==> src/hdl/nggp_pkg.sv <==
package nggp_pkg;

   // Digits kept after the decimal point for latitude/longitude and altitude.
   localparam int LATLON_FRAC_DIGITS = 5;
   localparam int ALT_FRAC_DIGITS    = 1;

   localparam logic [30:0] LATLON_LIMIT = 31'd1800000000;
   localparam logic [19:0] ALT_LIMIT    = 20'd999999;

   // Time fields seen when the accumulator has saturated at all ones.
   localparam logic [6:0] TIME_SAT_HOUR   = 7'd99;
   localparam logic [6:0] TIME_SAT_MINUTE = 7'd72;
   localparam logic [6:0] TIME_SAT_SECOND = 7'd95;

   // A hemisphere field with more than one character never matches a letter.
   localparam logic [31:0] HEMI_REPEAT = 32'h0000_0100;

   localparam logic [7:0] CHAR_TAB    = 8'h09;
   localparam logic [7:0] CHAR_LF     = 8'h0A;
   localparam logic [7:0] CHAR_CR     = 8'h0D;
   localparam logic [7:0] CHAR_SPACE  = 8'h20;
   localparam logic [7:0] CHAR_DOLLAR = 8'h24;
   localparam logic [7:0] CHAR_STAR   = 8'h2A;
   localparam logic [7:0] CHAR_PLUS   = 8'h2B;
   localparam logic [7:0] CHAR_COMMA  = 8'h2C;
   localparam logic [7:0] CHAR_MINUS  = 8'h2D;
   localparam logic [7:0] CHAR_POINT  = 8'h2E;
   localparam logic [7:0] CHAR_ZERO   = 8'h30;
   localparam logic [7:0] CHAR_NINE   = 8'h39;
   localparam logic [7:0] CHAR_A      = 8'h41;
   localparam logic [7:0] CHAR_G      = 8'h47;
   localparam logic [7:0] CHAR_N      = 8'h4E;
   localparam logic [7:0] CHAR_S      = 8'h53;
   localparam logic [7:0] CHAR_W      = 8'h57;

   typedef enum logic [1:0] {
      OP_CHAR   = 2'd0,
      OP_FINISH = 2'd1,
      OP_EMIT   = 2'd2,
      OP_CLEAR  = 2'd3
   } op_type;

   typedef enum logic [3:0] {
      ROLE_IGNORE   = 4'd0,
      ROLE_TIME     = 4'd1,
      ROLE_LAT      = 4'd2,
      ROLE_LAT_HEMI = 4'd3,
      ROLE_LON      = 4'd4,
      ROLE_LON_HEMI = 4'd5,
      ROLE_FIX      = 4'd6,
      ROLE_SATS     = 4'd7,
      ROLE_ALT      = 4'd8
   } role_type;

   typedef enum logic [2:0] {
      HDR_IDLE       = 3'd0,
      HDR_GOT_DOLLAR = 3'd1,
      HDR_GOT_G      = 3'd2,
      HDR_GOT_N      = 3'd3,
      HDR_GOT_GNG    = 3'd4,
      HDR_GOT_TYPE   = 3'd5,
      HDR_GOT_A      = 3'd6,
      HDR_BODY       = 3'd7
   } hdr_state_type;

   typedef enum logic [1:0] {
      SENT_GGA  = 2'd0,
      SENT_GSA  = 2'd1,
      SENT_NONE = 2'd3
   } sent_kind_type;

   // One classified character on its way from the front to the back.
   typedef struct packed {
      op_type     op;
      role_type   role;
      logic [7:0] char_code;
      logic       gsa;
   } cmd_type;

endpackage

==> src/hdl/nmea_gga_gsa_sentence_parser_unit.sv <==
// Channel   Direction  Handshake             Payload
// req_      in         req_valid/req_ready   req_in_byte: one ASCII character
// rsp_      out        rsp_valid/rsp_ready   position record per sentence-ending line feed
//
// One character is accepted per clock cycle while req_ready is high. A line feed that
// closes a sentence body goes through the queue and loads the rsp_ output register.
// Synchronous active-high reset idles the header matcher and zeroes the queue
// count and pointers, the field state and the stored record; no clearing pass follows.
// A waiting record stalls only line feeds in the back end; the queue then fills
// and req_ready drops until rsp_ready takes the record.
module nmea_gga_gsa_sentence_parser_unit
   import nggp_pkg::*;
#(
   parameter int QUEUE_DEPTH = 2
)(
   input  logic               clock,
   input  logic               reset,
   input  logic               req_valid,
   output logic               req_ready,
   input  logic [7:0]         req_in_byte,
   output logic               rsp_valid,
   input  logic               rsp_ready,
   output logic signed [31:0] rsp_latitude_fixed,
   output logic signed [31:0] rsp_longitude_fixed,
   output logic signed [20:0] rsp_altitude_tenths,
   output logic [3:0]         rsp_fix_quality,
   output logic [7:0]         rsp_satellite_count,
   output logic [6:0]         rsp_utc_hour,
   output logic [6:0]         rsp_utc_minute,
   output logic [6:0]         rsp_utc_second,
   output logic               rsp_sentence_kind
);

   // The front end matches the $GNGGA or $GNGSA header and counts fields. It
   // turns each body character into a command that names the field's role.
   logic    push_valid, push_ready;
   cmd_type push_cmd;

   // Commands wait here, so a stalled back end does not block the front end
   // at once, and the other way round.
   logic    pop_valid, pop_ready;
   cmd_type pop_cmd;

   nggp_front u_front (
      .clock       (clock),
      .reset       (reset),
      .req_valid   (req_valid),
      .req_ready   (req_ready),
      .req_in_byte (req_in_byte),
      .push_ready  (push_ready),
      .push_valid  (push_valid),
      .push_cmd    (push_cmd)
   );

   nggp_queue #(
      .DEPTH (QUEUE_DEPTH)
   ) u_queue (
      .clock      (clock),
      .reset      (reset),
      .push_valid (push_valid),
      .push_ready (push_ready),
      .push_cmd   (push_cmd),
      .pop_valid  (pop_valid),
      .pop_ready  (pop_ready),
      .pop_cmd    (pop_cmd)
   );

   // The back end accumulates digits, commits each field when it ends, and
   // loads the output register with the whole record at a line feed.
   nggp_back u_back (
      .clock               (clock),
      .reset               (reset),
      .cmd_valid           (pop_valid),
      .cmd_ready           (pop_ready),
      .cmd                 (pop_cmd),
      .rsp_valid           (rsp_valid),
      .rsp_ready           (rsp_ready),
      .rsp_latitude_fixed  (rsp_latitude_fixed),
      .rsp_longitude_fixed (rsp_longitude_fixed),
      .rsp_altitude_tenths (rsp_altitude_tenths),
      .rsp_fix_quality     (rsp_fix_quality),
      .rsp_satellite_count (rsp_satellite_count),
      .rsp_utc_hour        (rsp_utc_hour),
      .rsp_utc_minute      (rsp_utc_minute),
      .rsp_utc_second      (rsp_utc_second),
      .rsp_sentence_kind   (rsp_sentence_kind)
   );

endmodule

==> src/hdl/nggp_front.sv <==
module nggp_front
   import nggp_pkg::*;
(
   input  logic       clock,
   input  logic       reset,
   input  logic       req_valid,
   output logic       req_ready,
   input  logic [7:0] req_in_byte,
   input  logic       push_ready,
   output logic       push_valid,
   output cmd_type    push_cmd
);

   hdr_state_type state_ff, state_in;
   sent_kind_type kind_ff, kind_in;
   logic [4:0]    pos_ff, pos_in;
   logic          accept;

   function automatic role_type field_role(input sent_kind_type kind, input logic [4:0] pos);
      role_type r;
      r = ROLE_IGNORE;
      if (kind == SENT_GSA) begin
         if (pos == 5'd3) r = ROLE_SATS;
      end else if (kind == SENT_GGA) begin
         case (pos)
            5'd1:    r = ROLE_TIME;
            5'd2:    r = ROLE_LAT;
            5'd3:    r = ROLE_LAT_HEMI;
            5'd4:    r = ROLE_LON;
            5'd5:    r = ROLE_LON_HEMI;
            5'd6:    r = ROLE_FIX;
            5'd7:    r = ROLE_SATS;
            5'd9:    r = ROLE_ALT;
            default: r = ROLE_IGNORE;
         endcase
      end
      return r;
   endfunction

   assign req_ready = push_ready;
   assign accept    = req_valid && push_ready;

   // Next state: header matching and field position.
   always_comb begin
      state_in = state_ff;
      kind_in  = kind_ff;
      pos_in   = pos_ff;
      if (accept) begin
         if (req_in_byte == CHAR_DOLLAR) begin
            state_in = HDR_GOT_DOLLAR;
            kind_in  = SENT_NONE;
         end else begin
            case (state_ff)
               HDR_GOT_DOLLAR: state_in = (req_in_byte == CHAR_G) ? HDR_GOT_G : HDR_IDLE;
               HDR_GOT_G:      state_in = (req_in_byte == CHAR_N) ? HDR_GOT_N : HDR_IDLE;
               HDR_GOT_N:      state_in = (req_in_byte == CHAR_G) ? HDR_GOT_GNG : HDR_IDLE;
               HDR_GOT_GNG: begin
                  if (req_in_byte == CHAR_G) begin
                     state_in = HDR_GOT_TYPE;
                     kind_in  = SENT_GGA;
                  end else if (req_in_byte == CHAR_S) begin
                     state_in = HDR_GOT_TYPE;
                     kind_in  = SENT_GSA;
                  end else begin
                     state_in = HDR_IDLE;
                  end
               end
               HDR_GOT_TYPE:   state_in = (req_in_byte == CHAR_A) ? HDR_GOT_A : HDR_IDLE;
               HDR_GOT_A: begin
                  if (req_in_byte == CHAR_COMMA) begin
                     state_in = HDR_BODY;
                     pos_in   = 5'd1;
                  end else begin
                     state_in = HDR_IDLE;
                  end
               end
               HDR_BODY: begin
                  if (req_in_byte == CHAR_COMMA) begin
                     pos_in = (pos_ff == 5'd31) ? pos_ff : pos_ff + 5'd1;
                  end else if (req_in_byte == CHAR_STAR) begin
                     pos_in = 5'd31;
                  end else if (req_in_byte == CHAR_LF) begin
                     state_in = HDR_IDLE;
                     kind_in  = SENT_NONE;
                     pos_in   = 5'd0;
                  end
               end
               default: state_in = HDR_IDLE;
            endcase
         end
      end
   end

   // Outputs: classify body characters, and the comma that ends the header, into commands for the back end.
   always_comb begin
      push_valid         = 1'b0;
      push_cmd.op        = OP_CHAR;
      push_cmd.role      = field_role(kind_ff, pos_ff);
      push_cmd.char_code = req_in_byte;
      push_cmd.gsa       = (kind_ff == SENT_GSA);
      if (accept && req_in_byte != CHAR_DOLLAR) begin
         case (state_ff)
            HDR_GOT_A: begin
               if (req_in_byte == CHAR_COMMA) begin
                  push_valid  = 1'b1;
                  push_cmd.op = OP_CLEAR;
               end
            end
            HDR_BODY: begin
               push_valid = 1'b1;
               if (req_in_byte == CHAR_COMMA || req_in_byte == CHAR_STAR) begin
                  push_cmd.op = OP_FINISH;
               end else if (req_in_byte == CHAR_LF) begin
                  push_cmd.op = OP_EMIT;
               end else begin
                  push_cmd.op = OP_CHAR;
               end
            end
            default: push_valid = 1'b0;
         endcase
      end
   end

   always_ff @(posedge clock) begin
      if (reset) begin
         state_ff <= HDR_IDLE;
         kind_ff  <= SENT_NONE;
         pos_ff   <= 5'd0;
      end else begin
         state_ff <= state_in;
         kind_ff  <= kind_in;
         pos_ff   <= pos_in;
      end
   end

endmodule

==> src/hdl/nggp_queue.sv <==
module nggp_queue
   import nggp_pkg::*;
#(
   parameter int DEPTH = 2
)(
   input  logic    clock,
   input  logic    reset,
   input  logic    push_valid,
   output logic    push_ready,
   input  cmd_type push_cmd,
   output logic    pop_valid,
   input  logic    pop_ready,
   output cmd_type pop_cmd
);

   localparam int PTR_W = (DEPTH > 1) ? $clog2(DEPTH) : 1;
   localparam int CNT_W = $clog2(DEPTH + 1);

   cmd_type          slot_ff [DEPTH];
   logic [PTR_W-1:0] wr_ptr_ff, wr_ptr_in;
   logic [PTR_W-1:0] rd_ptr_ff, rd_ptr_in;
   logic [CNT_W-1:0] count_ff, count_in;
   logic             do_push, do_pop;

   assign push_ready = (count_ff != CNT_W'(DEPTH));
   assign pop_valid  = (count_ff != '0);
   assign pop_cmd    = slot_ff[rd_ptr_ff];
   assign do_push    = push_valid && push_ready;
   assign do_pop     = pop_valid && pop_ready;

   always_comb begin
      wr_ptr_in = wr_ptr_ff;
      rd_ptr_in = rd_ptr_ff;
      count_in  = count_ff;
      if (do_push) begin
         wr_ptr_in = (wr_ptr_ff == PTR_W'(DEPTH - 1)) ? '0 : wr_ptr_ff + 1'b1;
      end
      if (do_pop) begin
         rd_ptr_in = (rd_ptr_ff == PTR_W'(DEPTH - 1)) ? '0 : rd_ptr_ff + 1'b1;
      end
      if (do_push && !do_pop) begin
         count_in = count_ff + 1'b1;
      end else if (do_pop && !do_push) begin
         count_in = count_ff - 1'b1;
      end
   end

   always_ff @(posedge clock) begin
      if (do_push) begin
         slot_ff[wr_ptr_ff] <= push_cmd;
      end
   end

   always_ff @(posedge clock) begin
      if (reset) begin
         wr_ptr_ff <= '0;
         rd_ptr_ff <= '0;
         count_ff  <= '0;
      end else begin
         wr_ptr_ff <= wr_ptr_in;
         rd_ptr_ff <= rd_ptr_in;
         count_ff  <= count_in;
      end
   end

endmodule

==> src/hdl/nggp_back.sv <==
module nggp_back
   import nggp_pkg::*;
(
   input  logic               clock,
   input  logic               reset,
   input  logic               cmd_valid,
   output logic               cmd_ready,
   input  cmd_type            cmd,
   output logic               rsp_valid,
   input  logic               rsp_ready,
   output logic signed [31:0] rsp_latitude_fixed,
   output logic signed [31:0] rsp_longitude_fixed,
   output logic signed [20:0] rsp_altitude_tenths,
   output logic [3:0]         rsp_fix_quality,
   output logic [7:0]         rsp_satellite_count,
   output logic [6:0]         rsp_utc_hour,
   output logic [6:0]         rsp_utc_minute,
   output logic [6:0]         rsp_utc_second,
   output logic               rsp_sentence_kind
);

   function automatic logic [19:0] pow10(input logic [2:0] n);
      logic [19:0] p;
      case (n)
         3'd0:    p = 20'd1;
         3'd1:    p = 20'd10;
         3'd2:    p = 20'd100;
         3'd3:    p = 20'd1000;
         3'd4:    p = 20'd10000;
         3'd5:    p = 20'd100000;
         3'd6:    p = 20'd1000000;
         default: p = 20'd0;
      endcase
      return p;
   endfunction

   // Field accumulation state.
   logic [31:0] acc_ff, acc_in;
   logic [2:0]  fdc_ff, fdc_in;
   logic        point_ff, point_in;
   logic        neg_ff, neg_in;
   logic        started_ff, started_in;
   logic        stopped_ff, stopped_in;
   // Running scaled values, kept at or below their limits with a sticky overflow.
   logic [30:0] lat_s_ff, lat_s_in;
   logic        lat_over_ff, lat_over_in;
   logic [19:0] alt_s_ff, alt_s_in;
   logic        alt_over_ff, alt_over_in;
   // Last four decimal digits and the capped count above them, for the time.
   logic [3:0]  dig_ff [4];
   logic [3:0]  dig_in [4];
   logic [6:0]  hq_ff, hq_in;

   // Stored position record.
   logic [31:0] lat_ff, lat_in;
   logic [31:0] lon_ff, lon_in;
   logic [20:0] alt_ff, alt_in;
   logic [3:0]  fix_ff, fix_in;
   logic [7:0]  sats_ff, sats_in;
   logic [6:0]  hour_ff, hour_in;
   logic [6:0]  minute_ff, minute_in;
   logic [6:0]  second_ff, second_in;

   // Output register.
   logic        out_valid_ff, out_valid_in;
   logic [31:0] out_lat_ff, out_lon_ff;
   logic [20:0] out_alt_ff;
   logic [3:0]  out_fix_ff;
   logic [7:0]  out_sats_ff;
   logic [6:0]  out_hour_ff, out_minute_ff, out_second_ff;
   logic        out_kind_ff;

   logic        out_free, take_cmd, emit;
   logic        is_latlon, is_alt, is_int, is_hemi;
   logic        is_digit, is_space;
   logic [3:0]  dval;
   logic [2:0]  lim;
   logic        take_digit;
   logic [35:0] acc_sum;
   logic [31:0] acc_dig;
   logic [2:0]  lat_exp, alt_exp;
   logic [23:0] lat_inc, alt_inc;
   logic [35:0] lat_base, lat_sum;
   logic [25:0] alt_base, alt_sum;
   logic [9:0]  hq_sum;
   logic [31:0] v;
   logic [30:0] lat_mag;
   logic [19:0] alt_mag;
   logic [31:0] scaled_ll;
   logic [20:0] scaled_alt;
   logic [6:0]  t_hour, t_minute, t_second;

   assign out_free  = !out_valid_ff || rsp_ready;
   assign cmd_ready = (cmd.op != OP_EMIT) || out_free;
   assign take_cmd  = cmd_valid && cmd_ready;
   assign emit      = take_cmd && (cmd.op == OP_EMIT);

   assign is_latlon = (cmd.role == ROLE_LAT) || (cmd.role == ROLE_LON);
   assign is_alt    = (cmd.role == ROLE_ALT);
   assign is_int    = (cmd.role == ROLE_TIME) || (cmd.role == ROLE_FIX) ||
                      (cmd.role == ROLE_SATS);
   assign is_hemi   = (cmd.role == ROLE_LAT_HEMI) || (cmd.role == ROLE_LON_HEMI);

   assign is_digit  = (cmd.char_code >= CHAR_ZERO) && (cmd.char_code <= CHAR_NINE);
   assign is_space  = (cmd.char_code == CHAR_SPACE) ||
                      ((cmd.char_code >= CHAR_TAB) && (cmd.char_code <= CHAR_CR));
   assign dval      = cmd.char_code[3:0];
   assign lim       = is_latlon ? 3'(LATLON_FRAC_DIGITS) : 3'(ALT_FRAC_DIGITS);
   assign take_digit = !point_ff || (fdc_ff < lim);

   // Decimal accumulate with saturation at all ones.
   assign acc_sum = {1'b0, acc_ff, 3'b000} + {3'b000, acc_ff, 1'b0} + 36'(dval);
   assign acc_dig = (acc_sum > 36'h0_FFFF_FFFF) ? 32'hFFFF_FFFF : acc_sum[31:0];

   // Scaled latitude/longitude and altitude follow each accepted digit.
   assign lat_exp  = point_ff ? (3'(LATLON_FRAC_DIGITS - 1) - fdc_ff)
                              : 3'(LATLON_FRAC_DIGITS);
   assign lat_inc  = 24'(dval) * 24'(pow10(lat_exp));
   assign lat_base = point_ff ? {5'b0, lat_s_ff}
                              : ({2'b0, lat_s_ff, 3'b000} + {4'b0, lat_s_ff, 1'b0});
   assign lat_sum  = lat_base + 36'(lat_inc);

   assign alt_exp  = point_ff ? (3'(ALT_FRAC_DIGITS - 1) - fdc_ff) : 3'(ALT_FRAC_DIGITS);
   assign alt_inc  = 24'(dval) * 24'(pow10(alt_exp));
   assign alt_base = point_ff ? {6'b0, alt_s_ff}
                              : ({3'b0, alt_s_ff, 3'b000} + {5'b0, alt_s_ff, 1'b0});
   assign alt_sum  = alt_base + 26'(alt_inc);

   assign hq_sum = {hq_ff, 3'b000} + {2'b00, hq_ff, 1'b0} + 10'(dig_ff[3]);

   // Field values at the end of a field.
   assign v          = neg_ff ? 32'd0 : acc_ff;
   assign lat_mag    = lat_over_ff ? LATLON_LIMIT : lat_s_ff;
   assign alt_mag    = alt_over_ff ? ALT_LIMIT : alt_s_ff;
   assign scaled_ll  = neg_ff ? -{1'b0, lat_mag} : {1'b0, lat_mag};
   assign scaled_alt = neg_ff ? -{1'b0, alt_mag} : {1'b0, alt_mag};

   always_comb begin
      if (neg_ff) begin
         t_hour   = 7'd0;
         t_minute = 7'd0;
         t_second = 7'd0;
      end else if (acc_ff == 32'hFFFF_FFFF) begin
         t_hour   = TIME_SAT_HOUR;
         t_minute = TIME_SAT_MINUTE;
         t_second = TIME_SAT_SECOND;
      end else begin
         t_hour   = (hq_ff > 7'd99) ? 7'd99 : hq_ff;
         t_minute = {dig_ff[3], 3'b000} + {2'b00, dig_ff[3], 1'b0} + {3'b000, dig_ff[2]};
         t_second = {dig_ff[1], 3'b000} + {2'b00, dig_ff[1], 1'b0} + {3'b000, dig_ff[0]};
      end
   end

   always_comb begin
      acc_in      = acc_ff;
      fdc_in      = fdc_ff;
      point_in    = point_ff;
      neg_in      = neg_ff;
      started_in  = started_ff;
      stopped_in  = stopped_ff;
      lat_s_in    = lat_s_ff;
      lat_over_in = lat_over_ff;
      alt_s_in    = alt_s_ff;
      alt_over_in = alt_over_ff;
      dig_in      = dig_ff;
      hq_in       = hq_ff;
      lat_in      = lat_ff;
      lon_in      = lon_ff;
      alt_in      = alt_ff;
      fix_in      = fix_ff;
      sats_in     = sats_ff;
      hour_in     = hour_ff;
      minute_in   = minute_ff;
      second_in   = second_ff;

      if (take_cmd) begin
         if (cmd.op == OP_CHAR) begin
            if (is_hemi) begin
               acc_in     = started_ff ? HEMI_REPEAT : {24'b0, cmd.char_code};
               started_in = 1'b1;
            end else if ((is_int || is_latlon || is_alt) && !stopped_ff) begin
               if (is_digit) begin
                  started_in = 1'b1;
                  if (take_digit) begin
                     acc_in = acc_dig;
                     if (point_ff) fdc_in = fdc_ff + 3'd1;
                     if (is_latlon && !lat_over_ff) begin
                        if (lat_sum > {5'b0, LATLON_LIMIT}) lat_over_in = 1'b1;
                        else lat_s_in = lat_sum[30:0];
                     end
                     if (is_alt && !alt_over_ff) begin
                        if (alt_sum > {6'b0, ALT_LIMIT}) alt_over_in = 1'b1;
                        else alt_s_in = alt_sum[19:0];
                     end
                     if (is_int) begin
                        dig_in[3] = dig_ff[2];
                        dig_in[2] = dig_ff[1];
                        dig_in[1] = dig_ff[0];
                        dig_in[0] = dval;
                        hq_in     = (hq_sum > 10'd100) ? 7'd100 : hq_sum[6:0];
                     end
                  end
               end else if (!started_ff && is_space) begin
                  started_in = started_ff;
               end else if (!started_ff &&
                            (cmd.char_code == CHAR_MINUS || cmd.char_code == CHAR_PLUS)) begin
                  neg_in     = (cmd.char_code == CHAR_MINUS);
                  started_in = 1'b1;
               end else if (cmd.char_code == CHAR_POINT && !is_int && !point_ff) begin
                  point_in   = 1'b1;
                  started_in = 1'b1;
               end else begin
                  stopped_in = 1'b1;
               end
            end
         end else begin
            // A field ends (or a line begins): commit it, then start afresh.
            if (cmd.op != OP_CLEAR) begin
               case (cmd.role)
                  ROLE_TIME: begin
                     hour_in   = t_hour;
                     minute_in = t_minute;
                     second_in = t_second;
                  end
                  ROLE_LAT: lat_in = scaled_ll;
                  ROLE_LAT_HEMI: begin
                     if (started_ff && acc_ff == {24'b0, CHAR_S}) lat_in = -lat_ff;
                  end
                  ROLE_LON: lon_in = scaled_ll;
                  ROLE_LON_HEMI: begin
                     if (started_ff && acc_ff == {24'b0, CHAR_W}) lon_in = -lon_ff;
                  end
                  ROLE_FIX:  fix_in  = (v > 32'd9) ? 4'd9 : v[3:0];
                  ROLE_SATS: sats_in = (v > 32'd255) ? 8'd255 : v[7:0];
                  ROLE_ALT:  alt_in  = scaled_alt;
                  default:   lat_in  = lat_ff;
               endcase
            end
            acc_in      = '0;
            fdc_in      = '0;
            point_in    = 1'b0;
            neg_in      = 1'b0;
            started_in  = 1'b0;
            stopped_in  = 1'b0;
            lat_s_in    = '0;
            lat_over_in = 1'b0;
            alt_s_in    = '0;
            alt_over_in = 1'b0;
            dig_in      = '{default: 4'd0};
            hq_in       = '0;
         end
      end
   end

   always_comb begin
      out_valid_in = out_valid_ff;
      if (emit) out_valid_in = 1'b1;
      else if (rsp_ready) out_valid_in = 1'b0;
   end

   always_ff @(posedge clock) begin
      if (reset) begin
         acc_ff       <= '0;
         fdc_ff       <= '0;
         point_ff     <= 1'b0;
         neg_ff       <= 1'b0;
         started_ff   <= 1'b0;
         stopped_ff   <= 1'b0;
         lat_s_ff     <= '0;
         lat_over_ff  <= 1'b0;
         alt_s_ff     <= '0;
         alt_over_ff  <= 1'b0;
         dig_ff       <= '{default: 4'd0};
         hq_ff        <= '0;
         lat_ff       <= '0;
         lon_ff       <= '0;
         alt_ff       <= '0;
         fix_ff       <= '0;
         sats_ff      <= '0;
         hour_ff      <= '0;
         minute_ff    <= '0;
         second_ff    <= '0;
         out_valid_ff <= 1'b0;
      end else begin
         acc_ff       <= acc_in;
         fdc_ff       <= fdc_in;
         point_ff     <= point_in;
         neg_ff       <= neg_in;
         started_ff   <= started_in;
         stopped_ff   <= stopped_in;
         lat_s_ff     <= lat_s_in;
         lat_over_ff  <= lat_over_in;
         alt_s_ff     <= alt_s_in;
         alt_over_ff  <= alt_over_in;
         dig_ff       <= dig_in;
         hq_ff        <= hq_in;
         lat_ff       <= lat_in;
         lon_ff       <= lon_in;
         alt_ff       <= alt_in;
         fix_ff       <= fix_in;
         sats_ff      <= sats_in;
         hour_ff      <= hour_in;
         minute_ff    <= minute_in;
         second_ff    <= second_in;
         out_valid_ff <= out_valid_in;
      end
   end

   always_ff @(posedge clock) begin
      if (emit) begin
         out_lat_ff    <= lat_in;
         out_lon_ff    <= lon_in;
         out_alt_ff    <= alt_in;
         out_fix_ff    <= fix_in;
         out_sats_ff   <= sats_in;
         out_hour_ff   <= hour_in;
         out_minute_ff <= minute_in;
         out_second_ff <= second_in;
         out_kind_ff   <= cmd.gsa;
      end
   end

   assign rsp_valid           = out_valid_ff;
   assign rsp_latitude_fixed  = out_lat_ff;
   assign rsp_longitude_fixed = out_lon_ff;
   assign rsp_altitude_tenths = out_alt_ff;
   assign rsp_fix_quality     = out_fix_ff;
   assign rsp_satellite_count = out_sats_ff;
   assign rsp_utc_hour        = out_hour_ff;
   assign rsp_utc_minute      = out_minute_ff;
   assign rsp_utc_second      = out_second_ff;
   assign rsp_sentence_kind   = out_kind_ff;

endmodule
==> config.mk <==
export PLATFORM = sky130hd
export DESIGN_NAME = nmea_gga_gsa_sentence_parser_unit
export DESIGN_NICKNAME = d
export VERILOG_FILES = /design/src/hdl/nggp_pkg.sv /design/src/hdl/nmea_gga_gsa_sentence_parser_unit.sv /design/src/hdl/nggp_front.sv /design/src/hdl/nggp_queue.sv /design/src/hdl/nggp_back.sv
export SDC_FILE = /design/constraint.sdc
export NUM_CORES = 2
export LEC_CHECK = 0
export ABC_AREA = 1
export BUFFER_PORTS_ARGS = -buffer_cell sky130_fd_sc_hd__buf_2
export CORE_MARGIN = 2
export CORE_UTILIZATION = 30
export DETAILED_ROUTE_END_ITERATION = 12
export GPL_TIMING_DRIVEN = 0
export PLACE_DENSITY = 0.51
export REMOVE_ABC_BUFFERS = 1
export SYNTH_ARGS = -nofsm -noshare
export SYNTH_HDL_FRONTEND = slang
export SYNTH_SLANG_ARGS = --single-unit
==> constraint.sdc <==
create_clock -name clock -period 9.28 [get_ports clock]
set_clock_uncertainty 0.1 [all_clocks]
set_input_delay 1.856 -clock clock [delete_from_list [all_inputs] [get_ports clock]]
set_output_delay 1.856 -clock clock [all_outputs]
set_load 0.005 [all_outputs]
; Word level (Yosys, flattened, before mapping)
; Memories as Yosys holds them, arrays and structs flattened. A register that Yosys moved wholly into a read port is not among the register bits.
; Index checks and enable logic that the tools add are counted.
[classes]
add_sub_neg = 24
multipliers = 2
order_cmp = 12
eq_ne = 80
n_mux = 184
bitwise = 1
n_reduce_logical = 62
[op_table]
columns = op, n
row1 = 32-bit 2-to-1 mux, 16
row2 = 20-bit case mux with 7 select lines, 2
row3 = 31-bit 2-to-1 mux, 8
row4 = 7-bit 2-to-1 mux, 26
row5 = 20-bit 2-to-1 mux, 8
row6 = 32-bit case mux with 2 select lines, 2
row7 = 21-bit 2-to-1 mux, 5
row8 = 16-bit 2-to-1 mux, 6
row9 = 32-bit by 7-bit equality test with 1-bit output (second input constant), 2
row10 = 32-bit negation, 2
row11 = 3-bit 2-to-1 mux, 19
row12 = 8-bit by 6-bit equality test with 1-bit output (second input constant), 7
row13 = 1-bit 2-to-1 mux, 50
row14 = 4-bit by 20-bit multiplier with 24-bit output, 2
row15 = 7-bit AND reduction, 6
row16 = 4-bit 2-to-1 mux, 10
row17 = 8-bit 2-to-1 mux, 5
row18 = 35-bit by 33-bit adder with 36-bit output, 1
row19 = 36-bit by 24-bit adder with 36-bit output, 1
row20 = 36-bit by 4-bit adder with 36-bit output, 1
row21 = 36-bit by 31-bit greater-than comparator with 1-bit output (second input constant), 1
row22 = 36-bit by 32-bit greater-than comparator with 1-bit output (second input constant), 1
row23 = 36-bit 2-to-1 mux, 1
row24 = 34-bit by 32-bit adder with 35-bit output, 1
row25 = 66 further kinds, 182
[totals]
ff_bits = 367
mem_bits_rw = 30
mem_bits_ro = 64
inputBits = 12
word_cells = 406
n_memories = 2
[memory_table]
columns = name, words, width, rd, rd_ports_with_merged_regs, write_ports, line_no
row1 = (no name shown), 16, 4, 1, 1, 0, nggp_front.sv:25  ; case (pos)
row2 = u_queue.slot_ff, 2, 15, 1, 1, 1, nggp_queue.sv:19  ; cmd_type slot_ff [DEPTH];

; Longest topological paths before layout
[logic_depth]
depth_word = 14
ltp_mapped = 43

; Hierarchy
; Synthesis repeated with hierarchy kept, for this count alone.
[hier_totals]
cells_unflattened = 4609
hier_area_um2 = 32570.0
[modules_own_cells]
columns = module, n_inst, cells_each, area_per_inst_um2, seq_area_each_um2
row1 = nggp_back, 1, 4327, 29938.7, 8257.9
row2 = nggp_queue, 1, 84, 1377.6, 1001.0
row3 = nggp_front, 1, 198, 1253.7, 280.3

; Worst setup path after synthesis
; Ideal clock, no wire load.
[synth_path]
kind = register to register
startpoint = register u_back.fdc_ff[0]
endpoint = register u_back.lat_s_ff[21]
arrival_time_ns = 5.740
required_ns = 9.041
setup_slack_ns = 3.302
path_stages_with_launch = 39
n_path_buf = 1
period_less_slack_ns = 5.978
cell_sequence = dfxtp_1 inv_1 ha_1 nand2_1 inv_1 nor2_1 nand2_1 inv_1 a21oi_1 inv_1 nor2_1 nor2_1 fa_1 fa_1 inv_1 fa_1 inv_1 ha_1 (+3 left out) o21ai_0 nand2_1 nand3_1 nand2_1 nand2_1 nand3_1 nand2_1 nor2_1 inv_1 nor2_1 nand2_1 nand2_1 nand2_1 nand2_1 nand3_4 buf_4 nand3_1 a21oi_2
[synth_between]
elab_chain_len = 13
elab_cells_between_ends = 25
[synth_lines]
columns = element, line_no
row1 = from (decl), nggp_back.sv:39  ; logic [2:0] fdc_ff, fdc_in;
row2 = from (signal assigned), nggp_back.sv:286  ; fdc_ff <= fdc_in;
row3 = branches (longest 13 deep; another with 36-bit by 24-bit adder with 36-bit output), -
row4 = to (signal assigned), nggp_back.sv:291  ; lat_s_ff <= lat_s_in;
row5 = to (decl), nggp_back.sv:45  ; logic [30:0] lat_s_ff, lat_s_in;
; Parallel ways; which one is timed is not known. The select of a mux whose other input is x is not followed.
; A chain may end at the register's enable or synchronous reset.

==> flow_summary.toml <==
[clocking]
cts_hold_buf = 0
clk_latency_ns = 0.63
path_clk_slew_ns = 0.06
cts_made_buffers = 48
htree_levels = 2
cts_root_buf = "clkbuf_16"
cts.repair.resized = 0
cts_tree = "yes"
postCtsSetupRepairBufs = 0
clkSinkCount = 402
clockBufferDepth = 3

[detailed_routing]
firstDrtPassIters = 8
vias_per_cell = 4.88
dr.first_iter.drc_count = 2135
drtAntennaViolNets = 0
vias = 29800
drt_wl_total_microns = 99800
avgRoutedWirePerCell_microns = 16.3
drcViolationCount = 0

[finish]
multi_input_area_sq_um = 19800
final_core_util_pct = 33.6
ff_latch_area_sq_um = 9540
nFillCells = 11800
area_growth_pct = 11.2
diodes = 0
drive_above_1_share_pct = 9.12
instances_no_fill = 6107
fin_nets = 5002

[synthesis]
postSynthAreaPerCell_sq_um = 7.15
yosys_most_used_dff = "dfxtp_1"
synthCells = 4586
async_reset_ff_share_pct = 0
synth_area_leaders = "dfxtp_1 (15%), edfxtp_1 (14%), nand2_1 (11%)"
yosysTopAreaCell = "dfxtp_1"
synth_edf_count = 149
netlist_top_cells_count = "nand2_1 (946), inv_1 (716), nor2_1 (489)"
synth-seq-cells = 402
yosysMostFrequentCell = "nand2_1"
syn-cell-area_sq_um = 32800
seq_area_frac_synth_pct = 29.1
netlist.area_leader.share_pct = 15.4
synth_cell_types = 70
ys_warn_count = 0

[critical_path]
cp-end-kind = "flip-flop"
cp.required_ns = 9.64
crit_type = "reg -> reg"
critPathTopFamily = "simple AND/OR/NAND/NOR gates"
crit_slowest_cell = "dfxtp_1"
cp_max_fo = 26
path_buf_inv = 4
critPathMaxStageDelay_ns = 0.88
cp_data_arrival_time_ns = 8.81
cp-start-kind = "flip-flop"
cp_common_cell = "nand2_1"

[worst_hold_path]
min_from = "u_queue.rd_ptr_ff"
hold_path.class = "reg -> reg"

[place]
numPortBuffers = 132
dp_cells = 6017
hpwl_microns = 78100
globalplace.congestion = 0.894

[job]
cap_violations = 0

[global_routing]
grt.overflow.total = 0
antenna_found_initial = 0
grt_pass1_vias = 28000
grt_pass1_wl_microns = 158000
grt.total_usage_pct = 17.6
grt_max_degree = 131

[pwr]
pwr_density_cell_nw_per_um2 = 159
vdd_drop_max_mv = 0.123
p_leak_nw = 17.3

[floorplanning]
start_util_pct = 30.2
io_pins = 133
fp-row-count = 121
dieArea_sq_um = 112000
core_sq_um = 109000
fp.dieH_microns = 335
die_x_microns = 335

[sta]
tightest_slew_ns = 1.33
max_slew_margin_pct = 11.0
rsz0062_at_grt = "false"
maxSlewViolCount = 0
period_share_pct = 91.0
min_period_ns = 8.44
hold_viol_final = 0
setup-violations-final = 0
fmax_mhz = 118

[outcome]
outcome = "finished, final reports clean"
-- cell families after synthesis --
family                   synth area share (%)
AND/OR/NAND/NOR                          27.4
multiplexers                            0.465
XOR/XNOR                                 3.82
flip-flops                               29.1
AO/OA/AOI/OAI                            13.3
buffers and inverters                    10.5
adder cells (fa/ha/maj)                  15.4
-- per-stage QoR --
stage / hold WS (ns) / setup TNS, ns / instance area (sq um) / total power [mW] / setup WS (ns)
6_report: 0.358 / 0 / 36500 / 5.81 / 0.835
5_1_grt: 0.387 / 0 / 36500 / 6.17 / 0.120
4_1_cts: 0.356 / 0 / 36500 / 5.88 / 0.897
3_5_place_dp: 0.349 / 0 / 34800 / 3.81 / 0.940
3_3_place_gp: 0.337 / -117.62 / 34600 / 3.81 / -1.84
2_1_floorplan: 0.326 / 0 / 32100 / 3.21 / 1.68
-- cells in the final DEF, fill, tap and decap left out, drive strengths merged, types with 12 or more instances in the layout --
| cell type | netlist | final |
|---|---|---|
| nor4 | 30 | 30 |
| edfxtp | 149 | 149 |
| buf | 51 | 142 |
| nor2 | 518 | 518 |
| dfxtp | 253 | 253 |
| clkinv | 8 | 29 |
| a211oi | 12 | 12 |
| a22oi | 16 | 16 |
| or2 | 36 | 36 |
| mux2i | 14 | 14 |
| nand4 | 68 | 68 |
| xnor2 | 42 | 42 |
| nand2 | 1001 | 1001 |
| nor3 | 69 | 69 |
| inv | 736 | 743 |
| fa | 110 | 110 |
| nand3 | 283 | 283 |
| xor2 | 101 | 101 |
| a21oi | 395 | 395 |
| o21ai | 226 | 226 |
| clkbuf | 65 | 53 |
| and2 | 25 | 25 |
| o211ai | 16 | 16 |
| nand3b | 16 | 16 |
| ha | 227 | 227 |
| o22ai | 23 | 23 |
-- layer usage --
| metal | global-route usage [%] | share of wire (%) | routed length, microns |
|---|---|---|---|
| met2 | 27.7 | 44 | 43900 |
| met5 | 0 | 0 | 0 |
| met4 | 4.27 | 2.2 | 2160 |
| met1 | 25.1 | 48 | 48300 |
| met3 | 2.72 | 5.4 | 5340 |
-- area by class of cell --
cell class	instances	share of cell area [%]
clock buffers	53	3.37
flip-flops and latches	402	26.2
clock inverters	37	1.19
repair buffers	142	2.37
well taps	1414	4.85
multi-input cells	3315	54.4
inverters	744	7.68
-- sequential cells by signal, summed over array words and instances (netlist names), 5 cells and up, named ones only --
signal	flops
u_back.acc_ff	32
u_back.lat_ff	32
u_back.lon_ff	32
u_back.rsp_latitude_fixed	32
u_back.rsp_longitude_fixed	32
u_back.lat_s_ff	31
u_queue.slot_ff	30
u_back.alt_ff	21
u_back.rsp_altitude_tenths	21
u_back.alt_s_ff	20
u_back.dig_ff	16
u_back.rsp_satellite_count	8
u_back.sats_ff	8
u_back.hour_ff	7
u_back.hq_ff	7
u_back.minute_ff	7
u_back.rsp_utc_hour	7
u_back.rsp_utc_minute	7
u_back.rsp_utc_second	7
u_back.second_ff	7
u_front.pos_ff	5
-- report_power, final --
| group | switching, mW | internal, mW | leakage (nW) | total [mW] |
|---|---|---|---|---|
| clock | 0.865 | 1.17 | 0.817 | 2.04 |
| combinational | 1.37 | 0.504 | 13.0 | 1.87 |
| sequential | 0.0589 | 1.84 | 3.47 | 1.90 |
| total | 2.29 | 3.52 | 17.3 | 5.81 |
-- worst register-to-register path: stages, from the launching register on --
cell and delay (ns):
dfxtp_1 0.88, inv_2 0.26, or2_1 0.29, o21ai_2 0.46
clkinv_1 0.77, nand2_1 0.30, nor2_1 0.10, inv_1 0.09
fa_1 0.43, fa_1 0.52, fa_1 0.55, inv_1 0.04
ha_1 0.36, a21oi_1 0.22, o21ai_0 0.20, a21oi_1 0.19
nand3_1 0.17, nand2_1 0.10, nand2_1 0.06, xor2_1 0.14
nor2_1 0.16, nand2_1 0.10, nor3_1 0.19, nand3_1 0.13
nand2_1 0.53, nand2_1 0.64, nand3_1 0.23, a21oi_1 0.08
-- path summary, 6_finish.rpt --
path | end | slack, ns | cells after the start
worst max register to register | u_back.alt_s_ff[17] | 0.84 | 27
worst min register to register | u_queue.rd_ptr_ff | 0.36 | 1
worst max-delay path | u_back.alt_s_ff[17] | 0.84 | 27
worst min-delay path | u_queue.rd_ptr_ff | 0.36 | 1
No activity file was read; power rests on OpenSTA's default activity.
